$ cat config.mk
export PLATFORM = sky130hd
export DESIGN_NAME = ntsc_sync_timing_generator
export DESIGN_NICKNAME = d
export VERILOG_FILES = /design/src/rtl/ntsg_pkg.sv /design/src/rtl/ntsg_cfg.sv /design/src/rtl/ntsg_core.sv /design/src/rtl/ntsc_sync_timing_generator.sv
export SDC_FILE = /design/constraint.sdc
export NUM_CORES = 1
export LEC_CHECK = 0
export BUFFER_PORTS_ARGS = -buffer_cell sky130_fd_sc_hd__buf_4
export CORE_MARGIN = 3
export CORE_UTILIZATION = 35
export CTS_CLUSTER_SIZE = 8
export DETAILED_ROUTE_END_ITERATION = 8
export GPL_ROUTABILITY_DRIVEN = 1
export PLACE_DENSITY_LB_ADDON = 0.05
export SLEW_MARGIN = 25
export SYNTH_ARGS = -nofsm -noshare
export SYNTH_HDL_FRONTEND = slang
export SYNTH_HIERARCHICAL = 1
export SYNTH_SLANG_ARGS = --single-unit
$ cat constraint.sdc
create_clock -name clk -period 5.15 [get_ports clk]
set_clock_uncertainty 0.05 [all_clocks]
set_input_delay 1.03 -clock clk [delete_from_list [all_inputs] [get_ports clk]]
set_output_delay 1.03 -clock clk [all_outputs]
set_load 0.03 [all_outputs]
$ cat src/rtl/ntsg_pkg.sv
package ntsg_pkg;

	localparam int CfgWidth = 16;
	localparam int CfgIndexWidth = 3;

	localparam logic [CfgIndexWidth-1:0] REG_LINE_TOP     = 3'd0;
	localparam logic [CfgIndexWidth-1:0] REG_NORMAL_PULSE = 3'd1;
	localparam logic [CfgIndexWidth-1:0] REG_SHORT_PULSE  = 3'd2;
	localparam logic [CfgIndexWidth-1:0] REG_BROAD_PULSE  = 3'd3;
	localparam logic [CfgIndexWidth-1:0] REG_ACTIVE_LINES = 3'd4;

	localparam logic [15:0] RST_LINE_TOP     = 16'd1832;
	localparam logic [15:0] RST_NORMAL_PULSE = 16'd128;
	localparam logic [15:0] RST_SHORT_PULSE  = 16'd64;
	localparam logic [15:0] RST_BROAD_PULSE  = 16'd774;
	localparam logic [7:0]  RST_ACTIVE_LINES = 8'd243;

	localparam logic [15:0] START_PULSE = 16'd500;

	localparam logic [3:0] LVL_SYNC  = 4'h0;
	localparam logic [3:0] LVL_BLANK = 4'h3;
	localparam logic [3:0] LVL_DEBUG = 4'hF;

	localparam logic [4:0] VB_BROAD  = 5'd7;
	localparam logic [4:0] VB_SHORT  = 5'd13;
	localparam logic [4:0] VB_NORMAL = 5'd19;
	localparam logic [4:0] VB_END    = 5'd29;
	localparam logic [4:0] VB_LAST   = 5'd28;

	typedef enum logic [1:0] {
		SEL_START  = 2'd0,
		SEL_NORMAL = 2'd1,
		SEL_SHORT  = 2'd2,
		SEL_BROAD  = 2'd3
	} pulse_sel_t;

	typedef struct packed {
		logic [15:0] line_top;
		logic [15:0] normal_pulse;
		logic [15:0] short_pulse;
		logic [15:0] broad_pulse;
		logic [7:0]  active_lines;
	} cfg_t;

	typedef struct packed {
		logic [3:0] level;
		logic       line_start;
		logic       pulse_end;
		logic       in_vblank;
		logic [4:0] vblank_line;
		logic [7:0] picture_line;
		logic       active_video;
	} result_t;

endpackage

$ cat src/rtl/ntsg_cfg.sv
module ntsg_cfg (
	input  logic                                clk,
	input  logic                                arst_n,
	input  logic                                cfg_wr_en,
	input  logic [ntsg_pkg::CfgIndexWidth-1:0]  cfg_index,
	input  logic [ntsg_pkg::CfgWidth-1:0]       cfg_wdata,
	output ntsg_pkg::cfg_t                      cfg
);

	ntsg_pkg::cfg_t cfg_q;

	always_ff @(posedge clk or negedge arst_n) begin
		if (!arst_n) begin
			cfg_q.line_top     <= ntsg_pkg::RST_LINE_TOP;
			cfg_q.normal_pulse <= ntsg_pkg::RST_NORMAL_PULSE;
			cfg_q.short_pulse  <= ntsg_pkg::RST_SHORT_PULSE;
			cfg_q.broad_pulse  <= ntsg_pkg::RST_BROAD_PULSE;
			cfg_q.active_lines <= ntsg_pkg::RST_ACTIVE_LINES;
		end else if (cfg_wr_en) begin
			case (cfg_index)
				ntsg_pkg::REG_LINE_TOP:     cfg_q.line_top     <= cfg_wdata;
				ntsg_pkg::REG_NORMAL_PULSE: cfg_q.normal_pulse <= cfg_wdata;
				ntsg_pkg::REG_SHORT_PULSE:  cfg_q.short_pulse  <= cfg_wdata;
				ntsg_pkg::REG_BROAD_PULSE:  cfg_q.broad_pulse  <= cfg_wdata;
				ntsg_pkg::REG_ACTIVE_LINES: cfg_q.active_lines <= cfg_wdata[7:0];
				default: ;
			endcase
		end
	end

	assign cfg = cfg_q;

endmodule

$ cat src/rtl/ntsg_core.sv
module ntsg_core #(
	parameter int TIMER_BITS = 16
) (
	input  logic                clk,
	input  logic                arst_n,
	input  logic                step_en,
	input  logic                advance,
	input  ntsg_pkg::cfg_t      cfg,
	output ntsg_pkg::result_t   result
);

	localparam int CmpWidth = (TIMER_BITS > 16) ? TIMER_BITS : 16;

	logic [TIMER_BITS-1:0]  tick_q, tick_n;
	logic                   half_q, half_n;
	ntsg_pkg::pulse_sel_t   sel_q, sel_n;
	logic [4:0]             vb_q, vb_n, vb_inc;
	logic [7:0]             line_q, line_n;
	logic [3:0]             level_q, level_n;

	logic [15:0]            top16, pulse16;
	logic [CmpWidth-1:0]    top_cmp, pulse_cmp, tick_cmp, tick_n_cmp;
	logic                   top_hit, pulse_hit;

	always_comb begin
		top16 = half_q ? {1'b0, cfg.line_top[15:1]} : cfg.line_top;
		case (sel_q)
			ntsg_pkg::SEL_NORMAL: pulse16 = cfg.normal_pulse;
			ntsg_pkg::SEL_SHORT:  pulse16 = cfg.short_pulse;
			ntsg_pkg::SEL_BROAD:  pulse16 = cfg.broad_pulse;
			default:              pulse16 = ntsg_pkg::START_PULSE;
		endcase
	end

	assign top_cmp    = CmpWidth'(top16);
	assign pulse_cmp  = CmpWidth'(pulse16);
	assign tick_cmp   = CmpWidth'(tick_q);
	assign tick_n     = (tick_cmp == top_cmp) ? '0 : tick_q + 1'b1;
	assign tick_n_cmp = CmpWidth'(tick_n);
	assign top_hit    = advance && (tick_n_cmp == top_cmp);
	assign pulse_hit  = advance && (tick_n_cmp == pulse_cmp);
	assign vb_inc     = vb_q + 5'd1;

	always_comb begin
		half_n  = half_q;
		sel_n   = sel_q;
		vb_n    = vb_q;
		line_n  = line_q;
		level_n = level_q;
		if (top_hit) begin
			level_n = ntsg_pkg::LVL_SYNC;
			if (vb_q != 5'd0) begin
				vb_n = vb_inc;
				if (vb_inc == ntsg_pkg::VB_BROAD) begin
					sel_n = ntsg_pkg::SEL_BROAD;
				end else if (vb_inc == ntsg_pkg::VB_SHORT) begin
					sel_n = ntsg_pkg::SEL_SHORT;
				end else if (vb_inc == ntsg_pkg::VB_NORMAL) begin
					half_n = 1'b0;
					sel_n  = ntsg_pkg::SEL_NORMAL;
				end else if (vb_inc == ntsg_pkg::VB_END) begin
					vb_n   = 5'd0;
					line_n = 8'd1;
				end
			end else if (line_q == cfg.active_lines) begin
				vb_n   = 5'd1;
				line_n = 8'd0;
				half_n = 1'b1;
				sel_n  = ntsg_pkg::SEL_SHORT;
			end else begin
				line_n = line_q + 8'd1;
			end
		end
		if (pulse_hit) begin
			level_n = ntsg_pkg::LVL_BLANK;
		end
	end

	always_ff @(posedge clk or negedge arst_n) begin
		if (!arst_n) begin
			tick_q  <= '0;
			half_q  <= 1'b0;
			sel_q   <= ntsg_pkg::SEL_START;
			vb_q    <= 5'd0;
			line_q  <= 8'd0;
			level_q <= ntsg_pkg::LVL_DEBUG;
		end else if (step_en && advance) begin
			tick_q  <= tick_n;
			half_q  <= half_n;
			sel_q   <= sel_n;
			vb_q    <= vb_n;
			line_q  <= line_n;
			level_q <= level_n;
		end
	end

	always_comb begin
		result.level        = level_n;
		result.line_start   = top_hit;
		result.pulse_end    = pulse_hit;
		result.in_vblank    = (vb_n != 5'd0);
		result.vblank_line  = vb_n;
		result.picture_line = line_n;
		result.active_video = (vb_n == 5'd0) && (level_n == ntsg_pkg::LVL_BLANK);
	end

endmodule

$ cat src/rtl/ntsc_sync_timing_generator.sv
// NTSC 240p sync timing generator. Each accepted transaction is one timer tick
// (advance=1) or a status query (advance=0), and produces exactly one result.
// One transaction is taken every cycle unless in_stall is raised. A result is presented
// once its transaction has passed an input register, then the output register fed by
// the combinational timing state update. The tick counter within a line is TIMER_BITS
// wide and compares against the 16-bit line top, halved in the short- and broad-pulse lines of the vertical sequence.
// Configuration registers should be written only while no transaction is in flight.
module ntsc_sync_timing_generator #(
	parameter int TIMER_BITS = 16
) (
	input  logic                                clk,
	input  logic                                arst_n,
	input  logic                                cfg_wr_en,
	input  logic [ntsg_pkg::CfgIndexWidth-1:0]  cfg_index,
	input  logic [ntsg_pkg::CfgWidth-1:0]       cfg_wdata,
	input  logic                                in_valid,
	output logic                                in_stall,
	input  logic                                advance,
	output logic                                out_valid,
	input  logic                                out_stall,
	output logic [3:0]                          level,
	output logic                                line_start,
	output logic                                pulse_end,
	output logic                                in_vblank,
	output logic [4:0]                          vblank_line,
	output logic [7:0]                          picture_line,
	output logic                                active_video
);

	ntsg_pkg::cfg_t     cfg;
	ntsg_pkg::result_t  core_res;
	ntsg_pkg::result_t  res_s2;

	logic valid_s1, advance_s1, valid_s2;
	logic s2_load, s1_move, in_accept;

	ntsg_cfg u_cfg (
		.clk       (clk),
		.arst_n    (arst_n),
		.cfg_wr_en (cfg_wr_en),
		.cfg_index (cfg_index),
		.cfg_wdata (cfg_wdata),
		.cfg       (cfg)
	);

	ntsg_core #(
		.TIMER_BITS (TIMER_BITS)
	) u_core (
		.clk     (clk),
		.arst_n  (arst_n),
		.step_en (s1_move),
		.advance (advance_s1),
		.cfg     (cfg),
		.result  (core_res)
	);

	assign s2_load   = !valid_s2 || !out_stall;
	assign s1_move   = valid_s1 && s2_load;
	assign in_stall  = valid_s1 && !s2_load;
	assign in_accept = in_valid && !in_stall;

	always_ff @(posedge clk or negedge arst_n) begin
		if (!arst_n) begin
			valid_s1 <= 1'b0;
		end else if (in_accept) begin
			valid_s1 <= 1'b1;
		end else if (s1_move) begin
			valid_s1 <= 1'b0;
		end
	end

	always_ff @(posedge clk) begin
		if (in_accept) begin
			advance_s1 <= advance;
		end
	end

	always_ff @(posedge clk or negedge arst_n) begin
		if (!arst_n) begin
			valid_s2 <= 1'b0;
		end else if (s2_load) begin
			valid_s2 <= valid_s1;
		end
	end

	always_ff @(posedge clk) begin
		if (s1_move) begin
			res_s2 <= core_res;
		end
	end

	assign out_valid    = valid_s2;
	assign level        = res_s2.level;
	assign line_start   = res_s2.line_start;
	assign pulse_end    = res_s2.pulse_end;
	assign in_vblank    = res_s2.in_vblank;
	assign vblank_line  = res_s2.vblank_line;
	assign picture_line = res_s2.picture_line;
	assign active_video = res_s2.active_video;

	assert property (@(posedge clk) disable iff (!arst_n)
		out_valid && pulse_end |-> level == ntsg_pkg::LVL_BLANK)
		else $error("pulse end without blank level");

	assert property (@(posedge clk) disable iff (!arst_n)
		out_valid && line_start && !pulse_end |-> level == ntsg_pkg::LVL_SYNC)
		else $error("line start without sync level");

	assert property (@(posedge clk) disable iff (!arst_n)
		out_valid |-> !(in_vblank && picture_line != 8'd0))
		else $error("picture line counting during vertical sequence");

	assert property (@(posedge clk) disable iff (!arst_n)
		out_valid |-> vblank_line <= ntsg_pkg::VB_LAST)
		else $error("vertical sequence counter out of range");

endmodule
Word-level counts from Yosys, hierarchy flattened
Index checks and enable logic that the tools add are counted.
{"block": "word_totals", "register_bits": 132, "in_bits": 25, "output_inout_bits": 23}
{"block": "op_classes", "n_addsub": 3, "eq_ne": 20, "n_mux": 31, "n_reduce_logical": 25}
{"cell": "$mux W8", "count": 7}
{"cell": "$eq A16 B16 Y1", "count": 3}
{"cell": "$pmux W16 S3", "count": 1}
{"cell": "$mux W5", "count": 7}
{"cell": "$mux W16", "count": 2}
{"cell": "$add A16 B1 Y16 const B", "count": 1}
{"cell": "$eq A5 B5 Y1 const B", "count": 2}
{"cell": "$mux W2", "count": 5}
{"cell": "$reduce_and A2 Y1", "count": 5}
{"cell": "$reduce_bool A5 Y1", "count": 2}
{"cell": "$add A8 B1 Y8 const B", "count": 1}
{"cell": "$eq A8 B8 Y1", "count": 1}
{"cell": "$mux W4", "count": 2}
{"cell": "$logic_and A1 B1 Y1", "count": 7}
{"cell": "$mux W1", "count": 7}
{"cell": "$eq A3 B2 Y1 const B", "count": 2}
{"cell": "$ne A2 B2 Y1 const B", "count": 3}
{"cell": "$reduce_and A6 Y1", "count": 1}
{"cell": "$add A5 B1 Y5 const B", "count": 1}
{"cell": "$eq A5 B3 Y1 const B", "count": 1}
{"cell": "$eq A5 B4 Y1 const B", "count": 1}
{"cell": "$logic_not A5 Y1", "count": 1}
{"cell": "$eq A2 B2 Y1 const B", "count": 2}
{"cell": "$eq A4 B2 Y1 const B", "count": 1}
{"cell": "9 further kinds", "count": 13}

Depth between registers and ports, before layout
Gate-level depths: netlist (run 1).
{"block": "logic_depth", "word_depth": 10, "depth_mapped": 17, "ltp_nobuf": 12}

By module
Netlist (run 1), hierarchy kept.
{"module": "ntsg_core", "instances": 1, "cells_per_inst": 538, "area_each_um2": 4291.6, "seq_area_each_um2": 905.9}
{"module": "ntsg_cfg", "instances": 1, "cells_per_inst": 156, "area_each_um2": 2783.9, "seq_area_each_um2": 1823.0}
{"module": "ntsc_sync_timing_generator", "instances": 1, "cells_per_inst": 30, "area_each_um2": 753.2, "seq_area_each_um2": 710.7}

Worst setup path after synthesis (run 1)
Ideal clock, no wire load.
{"block": "synth_path", "kind": "input -> register", "from": "input port out_stall", "to": "register u_core.tick_q[5] (netlist: u_core/tick_cmp[5])", "setup_time_ns": 0.128, "arrival_ns": 3.749, "required_time_ns": 4.972, "setup_slack_ns": 1.223, "stages": 7, "path_buffers": 2, "cell_sequence": "a21boi_0 -> and2_1 -> clkbuf_1 -> buf_1 -> o21ai_0 -> nand2_1 -> o21ai_0"}
{"block": "synth_between", "elab_chain_cells": 4}
{"item": "from (decl)", "line_no": "ntsc_sync_timing_generator.sv:20", "source": "input logic out_stall,"}
{"item": "$logic_not A1 Y1", "line_no": "ntsc_sync_timing_generator.sv:57", "source": "assign s2_load = !valid_s2 || !out_stall;"}
{"item": "$logic_or A1 B1 Y1", "line_no": "ntsc_sync_timing_generator.sv:57"}
{"item": "$logic_and A1 B1 Y1", "line_no": "ntsc_sync_timing_generator.sv:58", "source": "assign s1_move = valid_s1 && s2_load;"}
{"item": "$logic_and A1 B1 Y1", "line_no": "ntsg_core.sv:87", "source": "end else if (step_en && advance) begin"}
{"item": "to (signal assigned)", "line_no": "ntsg_core.sv:88", "source": "tick_q <= tick_n;"}
{"item": "to (decl)", "line_no": "ntsg_core.sv:14", "source": "logic [TIMER_BITS-1:0] tick_q, tick_n;"}
Every way passes these cells.
A chain may end at the register's enable or synchronous reset.

==> summary.md, run 1 <==
| Metric | Value |
|---|---|
| Count leader, synth | `dfrtp_1` |
| Max Freq | `0.221 GHz` |
| GRT Util Overall | `0.181` |
| Yosys cell types | `80` |
| H-tree levels | `4` |
| Period minus WS final | `about 4.5 ns` |
| Area Overhead vs Synth | `15.0%` |
| Largest net degree at the start of global routing | `63` |
| Clock buffer depth | `2` |
| Final setup fails | `0` |
| Full die area | `between 20000 and 25000 µm²` |
| Ant diodes | `0` |
| Worst slew pin tran | `0.932 ns` |
| Psw | `1090 µW` |
| CTS resizes | `0` |
| Core ar. | `21900 µm²` |
| Worst-path clk slew | `0.07 ns` |
| RSZ-0062 raised after global routing | `no` |
| Finished Layout Cells | `1051` |
| Postcts setup bufs | `0` |
| # nets final | `788` |
| Syn Nets | `~750` |
| Drt first-iter violations | `467` |
| Max-Cap Viols | `0` |
| CP Data Required Time | `between 5 and 6 ns` |
| Hold slack final | `0.444 ns` |
| Cts bufs inserted | `17` |
| Startpoint Class | `flip-flop` |
| Worst-path fanout max | `24` |
| Die Y | `156 µm` |
| Post-Syn Instances | `724` |
| Via/cell ratio | `5.56` |
| Vias in the first global route | `5789` |
| Final Hold Fails | `0` |
| CP endpoint kind | `flip-flop` |
| Synth cell count leaders | `dfrtp_1, mux2_2, nand2_1` |
| Buffers on Ports | `47` |
| Synth top area cells | `dfrtp_1, mux2_2, edfxtp_1` |
| First-pass iteration count of the detailed router | `5` |
| DRC errors left | `0` |
| First-pass GRT wire length | `34.1 mm` |
| Root Buffer | `clkbuf_16` |
| Routed len/inst | `between 20 and 25 µm` |
| CTS Sinks | `132` |
| Top Ports | `48` |
| Fin crit share | `0.879` |
| # rows | `54` |
| Sw Ratio | `0.318` |
| Slew Limit Fails | `0` |
| Lkg Pwr | `0.00356 µW` |
| Vias | `5841` |
| Initial core utilization | `0.358` |
| Final core utilization | `0.411` |
| CTS tree | `yes` |
| Clock power share | `0.377` |
| Post-synth EDFFs | `22` |
| Relative slew slack | `0.379` |
| Warning count from the yosys run | `6` |
| Final WL | `21.5 mm` |
| FF+latch count, synth | `132` |
| Cell taking the most area after synthesis | `dfrtp_1` |
| Clock latency on the worst-skew pair | `0.43 ns` |
| Layout cells sized above 1 | `0.294` |
| Fillcell total | `~2200` |
| Post-CTS Hold Buffers | `0` |
| Crit Path Category | `flip-flop to flip-flop` |
| Hold Path Class | `flip-flop to flip-flop` |
| Dpl cells | `1019` |
| Global route overflow | `0` |
| Avg Cell Area, Syn | `10.8 µm²` |
| Die Width | `156 µm` |
| Setup ws final | `between 0.6 and 0.7 ns` |
| Comb pwr share | `0.218` |
| HPWL after DPL | `15.5 mm` |
| Internal | `2350 µW` |
| Sequential-to-total area share from yosys stat | `0.439` |
| Power Density | `between 300 and 400 nW/µm²` |
| Max rail drop VDD | `between 0.2 and 0.25 mV` |
| Place WS | `about 0.7 ns` |
| Final antenna-violating net count | `0` |
| Async SR Flop Fraction | `0.833` |
| Outcome | `complete, no violations` |
| Crit path DAT | `4.79 ns` |
| Main synth FF type | `dfrtp_1` |
| Syn Std Cell Area | `between 7000 and 8000 µm²` |
| Setup TNS | `0 ns` |
| Gpl congestion | `0.907` |
| Top cell type's share of synthesized area | `0.284` |
| Initial antenna violation count | `0` |
| Register share of total power | `0.405` |
## critical path, stage by stage (launching register included)
cell and delay, ns:
dfrtp_1 0.85, buf_4 0.32, mux2i_1 0.24, xnor2_1 0.10
nor4_2 0.22, and3_1 0.35, nand2_1 0.36, a211oi_2 0.28
o31ai_1 0.10, or4b_1 0.54, inv_2 0.37, nand3_1 0.35
a21o_1 0.27
## registers in the layout (all words and copies together), names as in the netlist
signal / flops
u_core/vb_q: 5
u_cfg/cfg: 72
vblank_line: 5
u_core/half_q: 1
u_core/level_q: 4
out_valid: 1
picture_line: 8
pulse_end: 1
level: 4
line_start: 1
active_video: 1
advance_s1: 1
u_core/line_q: 8
u_core/sel_q: 2
valid_s1: 1
u_core/tick_cmp: 16
in_vblank: 1
## cells in the final DEF, fill, tap and decap left out, drive strengths merged, types with 4 or more instances in the layout
cell type	Yosys	layout
dfrtp	89	89
mux2	87	87
nand2	64	64
buf	26	61
o21ai	48	48
xnor2	43	43
mux2i	29	29
nor2	28	28
inv	16	24
edfxtp	22	22
dfstp	21	21
nand3	19	19
clkbuf	20	17
o31ai	17	17
and2	16	16
xor2	16	16
a21oi	15	15
nor3	14	14
nand4	9	9
o2bb2ai	8	8
a31oi	8	8
a22oi	8	8
nor2b	7	7
a21o	7	7
a22o	6	6
nor4	6	6
and4	5	5
ha	5	5
clkinv	0	5
nand4b	5	5
o22ai	4	4
and3	4	4
a32o	4	4
nand3b	4	4
## metrics by stage
step	total power, µW	area [µm²]
6_report	3440	9000
5_1_grt	3620	9000
4_1_cts	3480	9000
3_5_place_dp	2170	8370
3_3_place_gp	2150	8370
2_1_floorplan	1920	7830
## final timing paths
kind	to	cells after the start	slack [ns]	startpoint
max in group asynchronous	u_cfg/cfg[65]	2	3.48	arst_n
min reg2reg	out_valid	1	0.44	valid_s1
max	u_core/line_q[1]	12	0.63	u_core/half_q
min in group asynchronous	u_cfg/cfg[54]	1	0.66	arst_n
min	out_valid	1	0.44	valid_s1
max reg2reg	u_core/line_q[1]	12	0.63	u_core/half_q
## power by group through the flow
stage	Clock, µW	Sequential, µW	Combinational, µW
after CTS	1330	1400	753
after global routing	1380	1420	820
after floorplan	0	1370	551
after global placement	0	1410	742
final	1300	1400	750
after detailed placement	0	1420	750
## kinds of logic after synthesis
group / count (synthesis) / share of synthesized area
buffers and inverters: 62 / 0.0428
and+or+nand+nor: 200 / 0.142
DFF: 132 / 0.439
adders and majority gates: 5 / 0.00799
xor gates and xnor gates: 60 / 0.0698
muxes: 117 / 0.170
AOI/OAI and AO/OA: 148 / 0.128
## routing by layer
metal | GRT usage | wire length [µm]
met3 | 0.0338 | 963
met2 | 0.268 | 9510
met1 | 0.270 | 10600
met4 | 0.0554 | 408
met5 | 0 | 0
## area by class of cell
type	instances	area [µm²]	share of cell area
clock inverter	15	209	0.0232
timing repair buffer	61	458	0.0509
clock buffer	17	425	0.0473
tap	280	350	0.0389
multi-input combinational	530	4060	0.451
inverter	16	60.1	0.00667
sequential	132	3440	0.382
(Power assumes the default switching activity.)
==> run 2, diff against run 1 <==
--- a/config.mk
+++ b/config.mk
@@ -15,5 +15,4 @@
 export SLEW_MARGIN = 25
 export SYNTH_ARGS = -nofsm -noshare
 export SYNTH_HDL_FRONTEND = slang
-export SYNTH_HIERARCHICAL = 1
 export SYNTH_SLANG_ARGS = --single-unit
==> run 2 against run 1 <==
Against the previous run: first-iteration DRC count fell by 8.1%; die area fell by 2.8%; critical path depth fell by 1; sequential share of layout area rose by 0.75 points; largest power group unchanged.
==> summary.md, run 2 <==
| Metric | Value |
|---|---|
| Outcome | `complete, no violations` |
| Yosys cell types | `69 (-14%)` |
| Max Freq | `0.214 GHz (-3.1%)` |
| R2R depth | `11 (-1)` |
| Leading cell type in the layout, fill and taps excluded | `dfrtp_1` |
| Post-synth EDFFs | `22 (unchanged)` |
| Startpoint Class | `flip-flop` |
| Max rail drop VDD | `0.182 mV (-10%)` |
| Routed len/inst | `20.2 µm (-1.3%)` |
| Root Buffer | `clkbuf_16` |
| Multi-input gate area | `3900 µm² (-3.9%)` |
| Main synth FF type | `dfrtp_1` |
| Slowest Stage Delay on Critical Path | `0.73 ns (-0.12 ns)` |
| Final WL | `21.2 mm (-1.1%)` |
| CTS Sinks | `132 (unchanged)` |
| Postcts setup bufs | `0 (unchanged)` |
| Gpl congestion | `0.940 (+3.6%)` |
| Final Hold Fails | `0 (unchanged)` |
| Cell taking the most area after synthesis | `dfrtp_1` |
| Clock buffer depth | `2 (unchanged)` |
| Slew Limit Fails | `0 (unchanged)` |
| Worst hold endpoint | `out_valid` |
| Synth top area cells | `dfrtp_1, mux2_2, edfxtp_1` |
| Avg Cell Area, Syn | `10.5 µm² (-3.3%)` |
| Largest net degree at the start of global routing | `78 (+24%)` |
| CP endpoint kind | `flip-flop` |
| DRC errors left | `0 (unchanged)` |
| Hold Path Class | `flip-flop to flip-flop` |
| Vias in the first global route | `5789 (unchanged)` |
| CP max-delay cell | `dfrtp_1` |
| Full die area | `23500 µm² (-2.8%)` |
| Period minus WS final | `4.67 ns (+0.146 ns)` |
| Lkg Pwr | `0.00356 µW (about the same)` |
| First-pass GRT wire length | `34.2 mm (+0.40%)` |
| Async SR Flop Fraction | `0.833 (unchanged)` |
| Fillcell total | `2043 (-6.2%)` |
| Relative slew slack | `0.356 (-0.0222)` |
| Cts bufs inserted | `17 (unchanged)` |
| HPWL after DPL | `15.5 mm (about the same)` |
| H-tree levels | `4 (unchanged)` |
| First-pass iteration count of the detailed router | `5 (unchanged)` |
| CP Data Required Time | `5.28 ns (-0.13 ns)` |
| Drt first-iter violations | `429 (-8.1%)` |
| Initial core utilization | `0.359 (+0.00158)` |
| Most frequent cells in the layout | `dfrtp_1, mux2_2, nand2_1` |
| Place WS | `0.185 ns (-0.515 ns)` |
| Warning count from the yosys run | `0 (-6)` |
| Final setup fails | `0 (unchanged)` |
| Core ar. | `21200 µm² (-3.4%)` |
| GRT Util Overall | `0.186 (+0.00484)` |
| # nets final | `796 (+1.0%)` |
| Post-CTS Hold Buffers | `0 (unchanged)` |
| Worst-path fanout max | `20 (-17%)` |
| Sequential-to-total area share from yosys stat | `0.453 (+0.0133)` |
| Top Ports | `48 (unchanged)` |
| Die Width | `153 µm (-1.4%)` |
| Crit Path Category | `flip-flop to flip-flop` |
| Area after DPL | `8230 µm² (-1.6%)` |
| Fin area | `8830 µm² (-1.9%)` |
| Crit path DAT | `4.80 ns (about the same)` |
| R2R Setup Slk | `0.48 ns (-0.15 ns)` |
| Worst R2R Start | `u_core.half_q` |
| FF+latch count, synth | `132 (unchanged)` |
| CTS tree | `yes` |
| Area Overhead vs Synth | `16.2%` |
| Synth cell count leaders | `dfrtp_1, mux2_2, nand2_1` |
| Layout cells sized above 1 | `0.278 (-0.0168)` |
| Via/cell ratio | `5.49 (-1.2%)` |
| Crit path cell chain | `buf_12 -> mux2i_1 -> xnor2_1 -> or4_1 -> or3_4 -> or2_4 -> a21oi_1 -> o2111ai_2 -> nor3_4 -> nand2_1 -> a22o_1` |
| Fin crit share | `0.907 (+0.0283)` |
| Register area | `3440 µm² (unchanged)` |
| Setup ws final | `0.480 ns (-0.146 ns)` |
| Power Density | `365 nW/µm² (-4.5%)` |
| Final antenna-violating net count | `0 (unchanged)` |
| Worst-path clk slew | `0.06 ns (about the same)` |
| Max reg flops | `72 (unchanged)` |
| Capture point of the worst reg-to-reg path | `picture_line[4]` |
| Count leader, synth | `dfrtp_1` |
| RSZ-0062 raised after global routing | `no` |
| Clock latency on the worst-skew pair | `0.43 ns (about the same)` |
| Max-Cap Viols | `0 (unchanged)` |
| Top cell type's share of synthesized area | `0.293 (+0.00862)` |
| Hold depth | `1 (unchanged)` |
| Hold path start | `valid_s1` |
| Setup TNS | `0 ns (unchanged)` |
| Die Y | `153 µm (-1.4%)` |
| Worst slew pin tran | `0.958 ns (+0.0261 ns)` |
| Buffers on Ports | `47 (unchanged)` |
| Syn Std Cell Area | `7600 µm² (-2.9%)` |
| # rows | `53 (-1.9%)` |
| Syn Nets | `758 (+0.53%)` |
| Hold slack final | `0.452 ns (+0.00798 ns)` |
| Global route overflow | `0 (unchanged)` |
| Post-Syn Instances | `727 (+0.41%)` |
| Ant diodes | `0 (unchanged)` |
| Initial antenna violation count | `0 (unchanged)` |
| Vias | `5781 (-1.0%)` |
==> run 2: what timing repair did <==
item | CTS | global route
endpoints found under the setup margin | 0 | 7
endpoints found under the hold margin | 0 | 0
gates resized for setup | 0 | 1
==> run 2: power by group <==
| part | switching, µW | total (µW) | internal (µW) | leakage (µW) |
|---|---|---|---|---|
| Clock | 497 | 1210 | 715 | 0.000293 |
| Sequential | 142 | 1380 | 1240 | 0.00154 |
| Combinational | 343 | 633 | 291 | 0.00172 |
| Total | 982 | 3220 | 2240 | 0.00356 |
==> run 2: critical path: cells and delay by family, from the launching register on <==
kind	cells	cell delay, ns
and+or+nand+nor	5	2.26
DFF	1	0.73
AOI/OAI and AO/OA	3	0.73
muxes	1	0.27
buffers and inverters	1	0.24
xor gates and xnor gates	1	0.12
==> run 2: layout make-up <==
cell class,instances,share of cell area
multi-input combinational,529,0.442
clock inverter,12,0.0132
inverter,25,0.0106
tap,275,0.0390
timing repair buffer,60,0.0529
sequential,132,0.390
clock buffer,20,0.0530
==> run 2: worst max-delay path by stage <==
| stage | cells after the start | start | endpoint | slack (ns) |
|---|---|---|---|---|
| 6_report | 11 | u_core.half_q | picture_line[4] | 0.48 |
| 5_1_grt | 11 | u_core.half_q | picture_line[6] | 0.19 |
| 4_1_cts | 11 | u_core.half_q | picture_line[4] | 0.16 |
| 3_5_place_dp | 11 | u_core.half_q | picture_line[4] | 0.19 |
| 3_3_place_gp | 11 | u_core.half_q | picture_line[5] | 0.33 |
| 2_1_floorplan | 12 | u_core.half_q | u_core.line_q[7] | 1.51 |
==> run 2: metal layers <==
| metal | wire (µm) | global-route usage | vias to the layer above |
|---|---|---|---|
| met5 | 0 | 0 | - |
| met4 | 186 | 0.0383 | 0 |
| met3 | 947 | 0.0377 | 12 |
| met2 | 9400 | 0.280 | 132 |
| met1 | 10700 | 0.279 | 2919 |
| li1 | - | - | 2718 |
==> run 2: cell families after synthesis <==
logic type / Yosys count / share of synthesized area
multiplexers: 104 / 0.153
AO/OA/AOI/OAI: 153 / 0.139
flip-flops: 132 / 0.453
buffers and inverters: 66 / 0.0369
AND/OR/NAND/NOR: 208 / 0.140
adder cells (fa/ha/maj): 6 / 0.00988
XOR/XNOR: 58 / 0.0687
==> run 2: through the flow <==
| step | utilization | total power [µW] | std cells |
|---|---|---|---|
| final | 0.417 | 3220 | 1053 |
| after global routing | 0.417 | 3400 | 1053 |
| after CTS | 0.417 | 3260 | 1053 |
| after detailed placement | 0.389 | 2030 | 1021 |
| after global placement | 0.389 | 2020 | 1021 |
| after floorplan | - | 1800 | 727 |
